===== config.mk =====
export PLATFORM = sky130hd
export DESIGN_NAME = smi_qmul
export DESIGN_NICKNAME = d
export VERILOG_FILES = /design/src/hw/rtl/smi_qmul.sv
export SDC_FILE = /design/constraint.sdc
export NUM_CORES = 2
export LEC_CHECK = 0
export ABC_AREA = 1
export BUFFER_PORTS_ARGS = -buffer_cell sky130_fd_sc_hd__buf_2
export CAP_MARGIN = 10
export CORE_MARGIN = 4
export CORE_UTILIZATION = 67
export CTS_CLUSTER_SIZE = 25
export DETAILED_ROUTE_END_ITERATION = 16
export GPL_TIMING_DRIVEN = 0
export MAX_ROUTING_LAYER = met4
export PLACE_DENSITY = 0.85
export REMOVE_ABC_BUFFERS = 1
export SKIP_LAST_GASP = 1
export SYNTH_ARGS = -nofsm -noshare
export SYNTH_HDL_FRONTEND = slang
export SYNTH_SLANG_ARGS = --single-unit

===== constraint.sdc =====
create_clock -name clk_i -period 20.4 [get_ports clk_i]
set_input_delay 3.06 -clock clk_i [delete_from_list [all_inputs] [get_ports clk_i]]
set_output_delay 3.06 -clock clk_i [all_outputs]
set_load 0.1 [all_outputs]

===== src/hw/rtl/smi_qmul.sv =====
// ----------------------------------------------------------------------------
// smi_qmul: registered fixed point multiplier
// Sign-magnitude product, rounded half away from zero, saturated to the word.
// ----------------------------------------------------------------------------
module smi_qmul #(
  parameter int W = 32,
  parameter int F = 24
) (
  input  logic                clk_i,
  input  logic                en_i,
  input  logic signed [W-1:0] a_i,
  input  logic signed [W-1:0] b_i,
  output logic signed [W-1:0] p_o,
  output logic                sat_o
);

  localparam int PW = 2 * W;
  localparam int QW = 2 * W - F;
  localparam logic [PW-1:0] HALF    = PW'(1) << (F - 1);
  localparam logic [QW-1:0] LIM_NEG = QW'(1) << (W - 1);
  localparam logic [QW-1:0] LIM_POS = LIM_NEG - QW'(1);

  logic          neg;
  logic [W-1:0]  ma, mb, mm;
  logic [PW-1:0] prod, sum;
  logic [QW-1:0] mq, lim;
  logic          sat;
  logic signed [W-1:0] p_d, p_q;
  logic          sat_q;

  assign neg  = a_i[W-1] ^ b_i[W-1];
  assign ma   = a_i[W-1] ? W'(-a_i) : W'(a_i);
  assign mb   = b_i[W-1] ? W'(-b_i) : W'(b_i);
  assign prod = PW'(ma) * PW'(mb);
  assign sum  = prod + HALF;
  assign mq   = sum[PW-1:F];
  assign lim  = neg ? LIM_NEG : LIM_POS;
  assign sat  = mq > lim;
  assign mm   = sat ? lim[W-1:0] : mq[W-1:0];
  assign p_d  = neg ? -$signed(mm) : $signed(mm);

  always_ff @(posedge clk_i) begin
    if (en_i) begin
      p_q   <= p_d;
      sat_q <= sat;
    end
  end

  assign p_o   = p_q;
  assign sat_o = sat_q;

endmodule


==> impl_metrics.ini <==
[synthesis]
ys_seq_elements = 33
post-synth-top-count-cell = inv_1
yosysWarningCount = 0
synth_top_cell_by_area = fa_1
async_reset_ff_frac = 0
synth_common_cells = inv_1 (1238), nand2_1 (1013), fa_1 (897), nor2_1 (725), ha_1 (319)
post_synth_num_cell_types = 52
yosysTopAreaCellShare = 0.4670
syn_avg_cell_area_um2 = 7.713
syn_area_um2 = 38450
synth_edf_count = 33
yosysSeqAreaShare = 0.02577
synth_area_leaders = fa_1 (47%), inv_1 (12%), ha_1 (10%)
synthCells = 4985
synth_ff_type = edfxtp_1

[routing]
drt-initial-drc-count = 3964
wirelength_mm = 126.1
num_vias = 34043
vias_per_cell = 5.987
first_pass_iters = 7
drc_errors = 0
post_drt_wl_per_cell_um = 22.17
drtAntennaViolNets = 0

[layout]
drive_above_1_share = 0.04467
final_cells = 5686
fillers = 4429
nets = 6206
final_core_util = 0.7046
syn2layout_area_growth_pct = 3.733

[global_routing]
grt_overflow = 0
grt_pass1_vias = 35823
track_usage = 0.4380
grt_pass1_wl_mm = 196.1
grt_max_degree = 56
antenna_found_initial = 4

[sta]
timing.setup.tns_ns = 0
drv_slew = 0
worst-slew-pin-transition_ns = 1.457
max-slew-margin-rel = 0.02519
setup_viol = 0
period_share = 0.9272
rsz0062_at_grt = false
hold_violations = 0
max_freq_mhz = 52.87
final.min_clock_period_ns = 18.91

[critical_path]
worst-setup-path-type = in2reg
cp-startpoint = a_i[0]
critPathCaptureType = flip-flop
cpMaxStageDelayCell = clkinv_1
critPathLaunchType = input port
required_ns = 20.44
crit_path_max_fanout = 55
cp.arrival_ns = 18.95
endpoint = p_o[16]$_DFFE_PP_
critical_path.max_stage_delay_ns = 1.30
crit_top_cell = nand2_1

[clocking]
tritoncts = done
cts_max_level = 2
cts_resized = 0
ctsLongestPathBuffers = 2
clk_pin_slew_ns = 0.06
holdBufCountCts = 0
cts_setup_buffers = 0
cts.sinks = 33
cts_buffers = 5
cts-root-buf = clkbuf_16

[floorplanning]
ios = 99
core_um2 = 56600
die_w_um = 247.6
die-height_um = 247.6
rows = 87
dieArea_um2 = 61280
start_util = 0.6793

[place]
dp.cells = 5669
io_buffers = 98
place_congestion = 1.073
hpwl_mm = 98.72

[run]
maxCapViolCount = 0

[min_path]
holdCritPathClass = in2reg

[outcome]
status = complete, no violations
==> critical path: cells and delay by family <==
family | cells | cell delay [ns]
adders and majority gates | 12 | 5.29
AOI/OAI and AO/OA | 5 | 1.38
and+or+nand+nor | 26 | 6.03
buffers and inverters | 8 | 2.85
xor gates and xnor gates | 2 | 0.32
==> layer usage <==
metal	global-route usage	wire (µm)	share of wire
met3	0.1729	18990	0.15
met2	0.6236	52970	0.42
met5	-	0	0
met4	0.3013	12310	0.098
met1	0.5108	41810	0.33
==> layout by cell type (no fill, tap or decap), drive strengths merged, types with 6 or more instances in the layout <==
cell type,n
o21a,7
o21bai,11
a31oi,7
nor2,734
clkinv,19
xor2,49
buf,118
nand3,87
nor4,11
nand3b,11
or2,22
fa,897
o21ai,92
nand4,46
xnor2,14
a21oi,102
inv,1247
nand2,1027
edfxtp,33
ha,319
nor3,36
a21o,6
==> registers in the layout (all words and copies together), names as in the netlist <==
name   count
sat_o      1
p_o       32
==> logic make-up (layout without fill, tap and decap cells) <==
group,count (synthesis),after routing,synth area share
AO/OA/AOI/OAI,240,240,0.03485
XOR/XNOR,63,63,0.01455
adder cells (fa/ha/maj),1216,1216,0.5708
buffers and inverters,1451,1391,0.1444
flip-flops,33,33,0.02577
multiplexers,1,1,0.0002929
other,0,5,0
AND/OR/NAND/NOR,1981,1981,0.2093
==> final cells by class <==
| type | count | area (µm²) | area share |
|---|---|---|---|
| Antenna cell | 5 | 12.51 | 0.0003137 |
| Clock buffer | 5 | 125.1 | 0.003137 |
| Clock inverter | 3 | 65.06 | 0.001631 |
| Inverter | 1265 | 4748 | 0.1191 |
| Multi-Input combinational cell | 3501 | 32100 | 0.8048 |
| Sequential cell | 33 | 991.0 | 0.02485 |
| Tap cell | 756 | 945.9 | 0.02372 |
| Timing Repair Buffer | 118 | 898.4 | 0.02252 |
==> stage by stage <==
step | area [µm²] | hold slack, ns | setup WS (ns)
global placement | 39080 | 3.658 | 1.031
finish | 39880 | 3.380 | 1.486
CTS | 39770 | 3.387 | 2.353
detailed placement | 39580 | 3.681 | 2.104
floorplan | 37650 | 3.173 | 5.790
global route | 39880 | 3.419 | 1.157
==> worst min path at each step <==
stage               slack [ns]         startpoint               end  depth (start not counted)
global placement          3.66               en_i  p_o[6]$_DFFE_PP_                          1
detailed placement        3.68  p_o[14]$_DFFE_PP_           p_o[14]                          1
floorplan                 3.17               en_i  p_o[0]$_DFFE_PP_                          0
CTS                       3.39               en_i  p_o[5]$_DFFE_PP_                          1
global route              3.42               en_i  p_o[5]$_DFFE_PP_                          1
finish                    3.38               en_i  p_o[2]$_DFFE_PP_                          1
Power is not shown: default switching activity piles up to over one toggle a cycle in this logic, so the estimate is an artifact.
