<file path="config.mk">
export PLATFORM = sky130hd
export DESIGN_NAME = smi_sqrt
export DESIGN_NICKNAME = d
export VERILOG_FILES = /design/src/hw/rtl/smi_sqrt.sv
export SDC_FILE = /design/constraint.sdc
export NUM_CORES = 2
export LEC_CHECK = 0
export ABC_AREA = 1
export ABC_CLOCK_PERIOD_IN_PS = 6800
export BUFFER_PORTS_ARGS = -buffer_cell sky130_fd_sc_hd__buf_4
export CORE_MARGIN = 5
export CORE_UTILIZATION = 57
export DETAILED_ROUTE_END_ITERATION = 12
export GPL_TIMING_DRIVEN = 0
export PLACE_DENSITY = 0.83
export SLEW_MARGIN = 25
export SYNTH_ARGS = -nofsm -noshare
export SYNTH_HDL_FRONTEND = slang
export SYNTH_MEMORY_MAX_BITS = 65536
export SYNTH_SLANG_ARGS = --single-unit
</file>
<file path="constraint.sdc">
create_clock -name clk_i -period 6.8 [get_ports clk_i]
set_input_delay 1.02 -clock clk_i [delete_from_list [all_inputs] [get_ports clk_i]]
set_output_delay 1.02 -clock clk_i [all_outputs]
set_load 0.01 [all_outputs]
</file>
<file path="src/hw/rtl/smi_sqrt.sv">
// ----------------------------------------------------------------------------
// smi_sqrt: pipelined integer square root
// One root bit per stage by the remainder method; later stages only hold the
// result.
// ----------------------------------------------------------------------------
module smi_sqrt #(
  parameter int W     = 32,
  parameter int F     = 24,
  parameter int DEPTH = 57
) (
  input  logic         clk_i,
  input  logic         en_i,
  input  logic [W-2:0] rad_i,
  output logic [W-2:0] root_o
);

  localparam int SB = (W + F) / 2;
  localparam int RW = 2 * SB;

  logic [RW-1:0] rem_q  [DEPTH];
  logic [SB-1:0] root_q [DEPTH];

  for (genvar k = 0; k < DEPTH; k++) begin : g_step
    logic [RW-1:0] rem_in, rem_out;
    logic [SB-1:0] root_in, root_out;

    if (k == 0) begin : g_first
      assign rem_in  = RW'({rad_i, {F{1'b0}}});
      assign root_in = '0;
    end else begin : g_next
      assign rem_in  = rem_q[k-1];
      assign root_in = root_q[k-1];
    end

    if (k < SB) begin : g_bit
      localparam int B = SB - 1 - k;
      logic [RW-1:0] trial;
      logic          ge;
      assign trial    = ({{SB{1'b0}}, root_in} << (B + 1)) | (RW'(1) << (2 * B));
      assign ge       = rem_in >= trial;
      assign rem_out  = ge ? rem_in - trial : rem_in;
      assign root_out = ge ? (root_in | (SB'(1) << B)) : root_in;
    end else begin : g_hold
      assign rem_out  = rem_in;
      assign root_out = root_in;
    end

    always_ff @(posedge clk_i) begin
      if (en_i) begin
        rem_q[k]  <= rem_out;
        root_q[k] <= root_out;
      end
    end
  end

  assign root_o = (W-1)'(root_q[DEPTH-1]);

endmodule

</file>
==> reports/qor.tcl <==
set qor(layout_min_cycle_time_ns) 4.48
set qor(globalplace.congestion) 0.968
set qor(synth_seq_cells) 2203
set qor(yosys.area.top_type) {sky130_fd_sc_hd__edfxtp_1}
set qor(detail-route-antenna-nets) 0
set qor(count_of_warnings_emitted_by_yosys) 0
set qor(run_status) {complete, no violations}
set qor(synth_edf_count) 2203
set qor(leading_cell_type_in_the_layout_fill_and_taps_excluded) {sky130_fd_sc_hd__nand2_1}
set qor(pin_count) 64
set qor(dieWidth_um) 453
set qor(setup_violations) 0
set qor(r2r_end) {rem_q[0][1102]$_DFFE_PP_}
set qor(detailedPlacementHpwl_um) 221000
set qor(grt_usage_pct) 28.2
set qor(synth_async_sr_flop_share_pct) 0
set qor(routed_wl_um) 294000
set qor(insertedDiodeCount) 0
set qor(portBuffers) 59
set qor(grt_start_max_net_pins) 168
set qor(vias) 81700
set qor(slew_viol_final) 0
set qor(whs_endpoint) {rem_q[0][41]$_DFFE_PP_}
set qor(final-hold-violation-count) 0
set qor(layout.nets) 12500
set qor(fillCellCount) 15600
set qor(clockRootBuffer) {sky130_fd_sc_hd__clkbuf_16}
set qor(synth.yosys.seq_area_share_pct) 59.0
set qor(overflow) 0
set qor(rsz0062_at_grt) {no}
set qor(worstSkewPairLatency_ns) 0.92
set qor(ys_top_cells_by_area) {sky130_fd_sc_hd__edfxtp_1, sky130_fd_sc_hd__nand2_1, sky130_fd_sc_hd__inv_1}
set qor(critical_path.max_fanout) 167
set qor(multi_input_logic_area_um2) 38300
set qor(rows) 162
set qor(worst_hold_path.num_cells) 1
set qor(final-instance-count-excl-fill) 14900
set qor(tns_ns) 0
set qor(wl_per_cell_um) 19.7
set qor(fin_total_pwr_mw) 38.9
set qor(power_leakage_nw) 51.9
set qor(grt_pass1_vias) 78500
set qor(synthFlopType) {sky130_fd_sc_hd__edfxtp_1}
set qor(slew-limit-headroom_pct) 34.0
set qor(seqCellArea_um2) 66200
set qor(most-common-layout-cells) {sky130_fd_sc_hd__nand2_1, sky130_fd_sc_hd__edfxtp_1, sky130_fd_sc_hd__inv_1, sky130_fd_sc_hd__nor2_1, sky130_fd_sc_hd__nand3_1}
set qor(post-route-period-util_pct) 65.9
set qor(hold_path.class) {in2reg}
set qor(tightest_slew_ns) 0.976
set qor(vias_per_cell) 5.48
set qor(reg2reg_depth) 9
set qor(clock_tree.htree_level_count) 4
set qor(worst-r2r-setup-slack_ns) 3.47
set qor(coreArea_um2) 195000
set qor(post_synth_num_cell_types) 62
set qor(timing.critical_path.arrival_ns) 5.01
set qor(timing.critical_path.to_type) {flop}
set qor(power-per-cell-area_nw_per_um2) 314
set qor(cts_hold_buf) 0
set qor(maxCapViolations) 0
set qor(drt_pre_antenna_iters) 8
set qor(postSynthCellCount) 11800
set qor(worst-setup-path-type) {in2reg}
set qor(routed-wl-met3_um) 17000
set qor(max_freq_mhz) 223
set qor(die_y_um) 453
set qor(placed_cells) 14500
set qor(cts_inserted_buffers) 216
set qor(clk_pin_slew_ns) 0.06
set qor(cts_tree) {yes}
set qor(skew_ns) 0.110
set qor(reg2reg_from) {root_q[18][26]$_DFFE_PP_}
set qor(synth_largest_type_area_fraction_pct) 59.0
set qor(worstSetupStartpointType) {primary input}
set qor(cp.required_ns) 7.33
set qor(top_layer) {met5}
set qor(synthesis.area_per_instance_um2) 9.51
set qor(route.detailed.drc) 0
set qor(ctsLongestPathBuffers) 3
set qor(wire_length_on_met2_um) 142000
set qor(antenna_found_initial) 3
set qor(hold_path_startpoint) {rad_i[17]}
set qor(grt_pass1_wl_um) 449000
set qor(ir_drop_v) 0.000363
set qor(post_cts_buffers) 0
set qor(drt_first_iter_violations) 7860
set qor(syn-cell-area_um2) 112000
set qor(area_growth_syn_to_layout_pct) 10.5
set qor(full_die_area_um2) 206000
set qor(wirelength_met1_um) 121000
set qor(drive_gt1_share_pct) 5.53
set qor(clkSinkCount) 2203
set qor(cts-resized-gates) 0
set qor(starting_utilization_of_the_core_area_pct) 57.4
==> worst max path at each step <==
| stage | cells after the start | slack, ns | startpoint | endpoint |
|---|---|---|---|---|
| detailed placement | 7 | 1.42 | en_i | root_q[55][8]$_DFFE_PP_ |
| CTS | 7 | 2.40 | en_i | root_q[37][16]$_DFFE_PP_ |
| floorplan | 14 | 4.40 | rem_q[0][1242]$_SDFFCE_PP0P_ | rem_q[0][1333]$_DFFE_PP_ |
| global placement | 1 | -14.59 | en_i | root_q[54][8]$_DFFE_PP_ |
| global route | 7 | 2.11 | en_i | root_q[40][7]$_DFFE_PP_ |
| finish | 7 | 2.32 | en_i | root_q[37][16]$_DFFE_PP_ |
==> through the flow <==
| step | setup slack [ns] | hold slack (ns) | util [%] | cell area [um^2] |
|---|---|---|---|---|
| global route | 2.11 | 0.257 | 63.4 | 124000 |
| CTS | 2.40 | 0.239 | 63.4 | 124000 |
| floorplan | 4.40 | 0.400 | - | 112000 |
| detailed placement | 1.42 | 0.405 | 59.6 | 116000 |
| finish | 2.32 | 0.306 | 63.4 | 124000 |
| global placement | -14.59 | 0.400 | 59.3 | 116000 |
==> Yosys cell counts, types with 4 or more instances <==
master and n:
sky130_fd_sc_hd__a21o_1 18, sky130_fd_sc_hd__nand2_1 3377, sky130_fd_sc_hd__o21bai_1 27, sky130_fd_sc_hd__nor2b_1 4, sky130_fd_sc_hd__and2_1 20, sky130_fd_sc_hd__a211oi_1 8, sky130_fd_sc_hd__nand4_1 209, sky130_fd_sc_hd__buf_6 21
sky130_fd_sc_hd__nand2_2 11, sky130_fd_sc_hd__or2_1 5, sky130_fd_sc_hd__or2_2 35, sky130_fd_sc_hd__nor2_2 16, sky130_fd_sc_hd__nor3_1 158, sky130_fd_sc_hd__a31oi_1 6, sky130_fd_sc_hd__a21oi_2 34, sky130_fd_sc_hd__a21oi_1 515
sky130_fd_sc_hd__inv_2 39, sky130_fd_sc_hd__o21ai_0 253, sky130_fd_sc_hd__a21boi_1 5, sky130_fd_sc_hd__xor2_1 114, sky130_fd_sc_hd__ha_1 407, sky130_fd_sc_hd__nor4_1 47, sky130_fd_sc_hd__xnor2_1 218, sky130_fd_sc_hd__nand3_1 619
sky130_fd_sc_hd__inv_1 1806, sky130_fd_sc_hd__nor2_1 1116, sky130_fd_sc_hd__o21ai_1 217, sky130_fd_sc_hd__nand3_2 8, sky130_fd_sc_hd__nor3b_1 4, sky130_fd_sc_hd__o21a_1 13, sky130_fd_sc_hd__fa_1 11, sky130_fd_sc_hd__nand3b_1 84
sky130_fd_sc_hd__buf_2 60, sky130_fd_sc_hd__nor2_4 4, sky130_fd_sc_hd__o211ai_1 8, sky130_fd_sc_hd__edfxtp_1 2203, sky130_fd_sc_hd__clkinv_1 4, sky130_fd_sc_hd__buf_4 17, sky130_fd_sc_hd__and3_1 15, sky130_fd_sc_hd__a21boi_0 10
sky130_fd_sc_hd__o21ai_2 8
==> layer usage <==
layer	vias up	track usage (%)
met5	-	0
met4	2	11.3
met3	677	2.95
met2	3059	48.2
met1	38200	37.2
li1	39700	-
==> report_power, final <==
| part | switching, mW | internal, mW |
|---|---|---|
| logic | 5.72 | 2.69 |
| registers | 1.15 | 16.8 |
| clock network | 5.41 | 7.14 |
| total | 12.3 | 26.6 |
==> cells by family after synthesis <==
logic type	count (synthesis)	synth area share [%]
other	1	0.00335
AOI/OAI and AO/OA	1133	5.44
DFF	2203	59.0
xor gates and xnor gates	332	2.59
and+or+nand+nor	5746	21.4
adders and majority gates	418	4.74
buffers and inverters	1951	6.80
==> worst max-delay path, stage by stage <==
cell                     delay (ns)
sky130_fd_sc_hd__buf_16        0.22
sky130_fd_sc_hd__buf_16        0.50
sky130_fd_sc_hd__buf_16        0.53
sky130_fd_sc_hd__buf_16        0.44
sky130_fd_sc_hd__buf_16        0.48
sky130_fd_sc_hd__buf_16        0.51
sky130_fd_sc_hd__buf_16        0.60
==> area by class of cell <==
class	instances	area share [%]
inverter	1850	5.61
buffer	101	0.546
multi-input combinational	7634	30.9
tap	2624	2.65
clock buffer	247	4.46
timing repair buffer	75	0.729
clock inverter	164	1.65
sequential	2203	53.4
==> sequential cells by signal (all words and copies together) (netlist names) <==
signal	cells
root_q	1218
rem_q	985
Note: power is estimated with default switching activity, not from simulation.
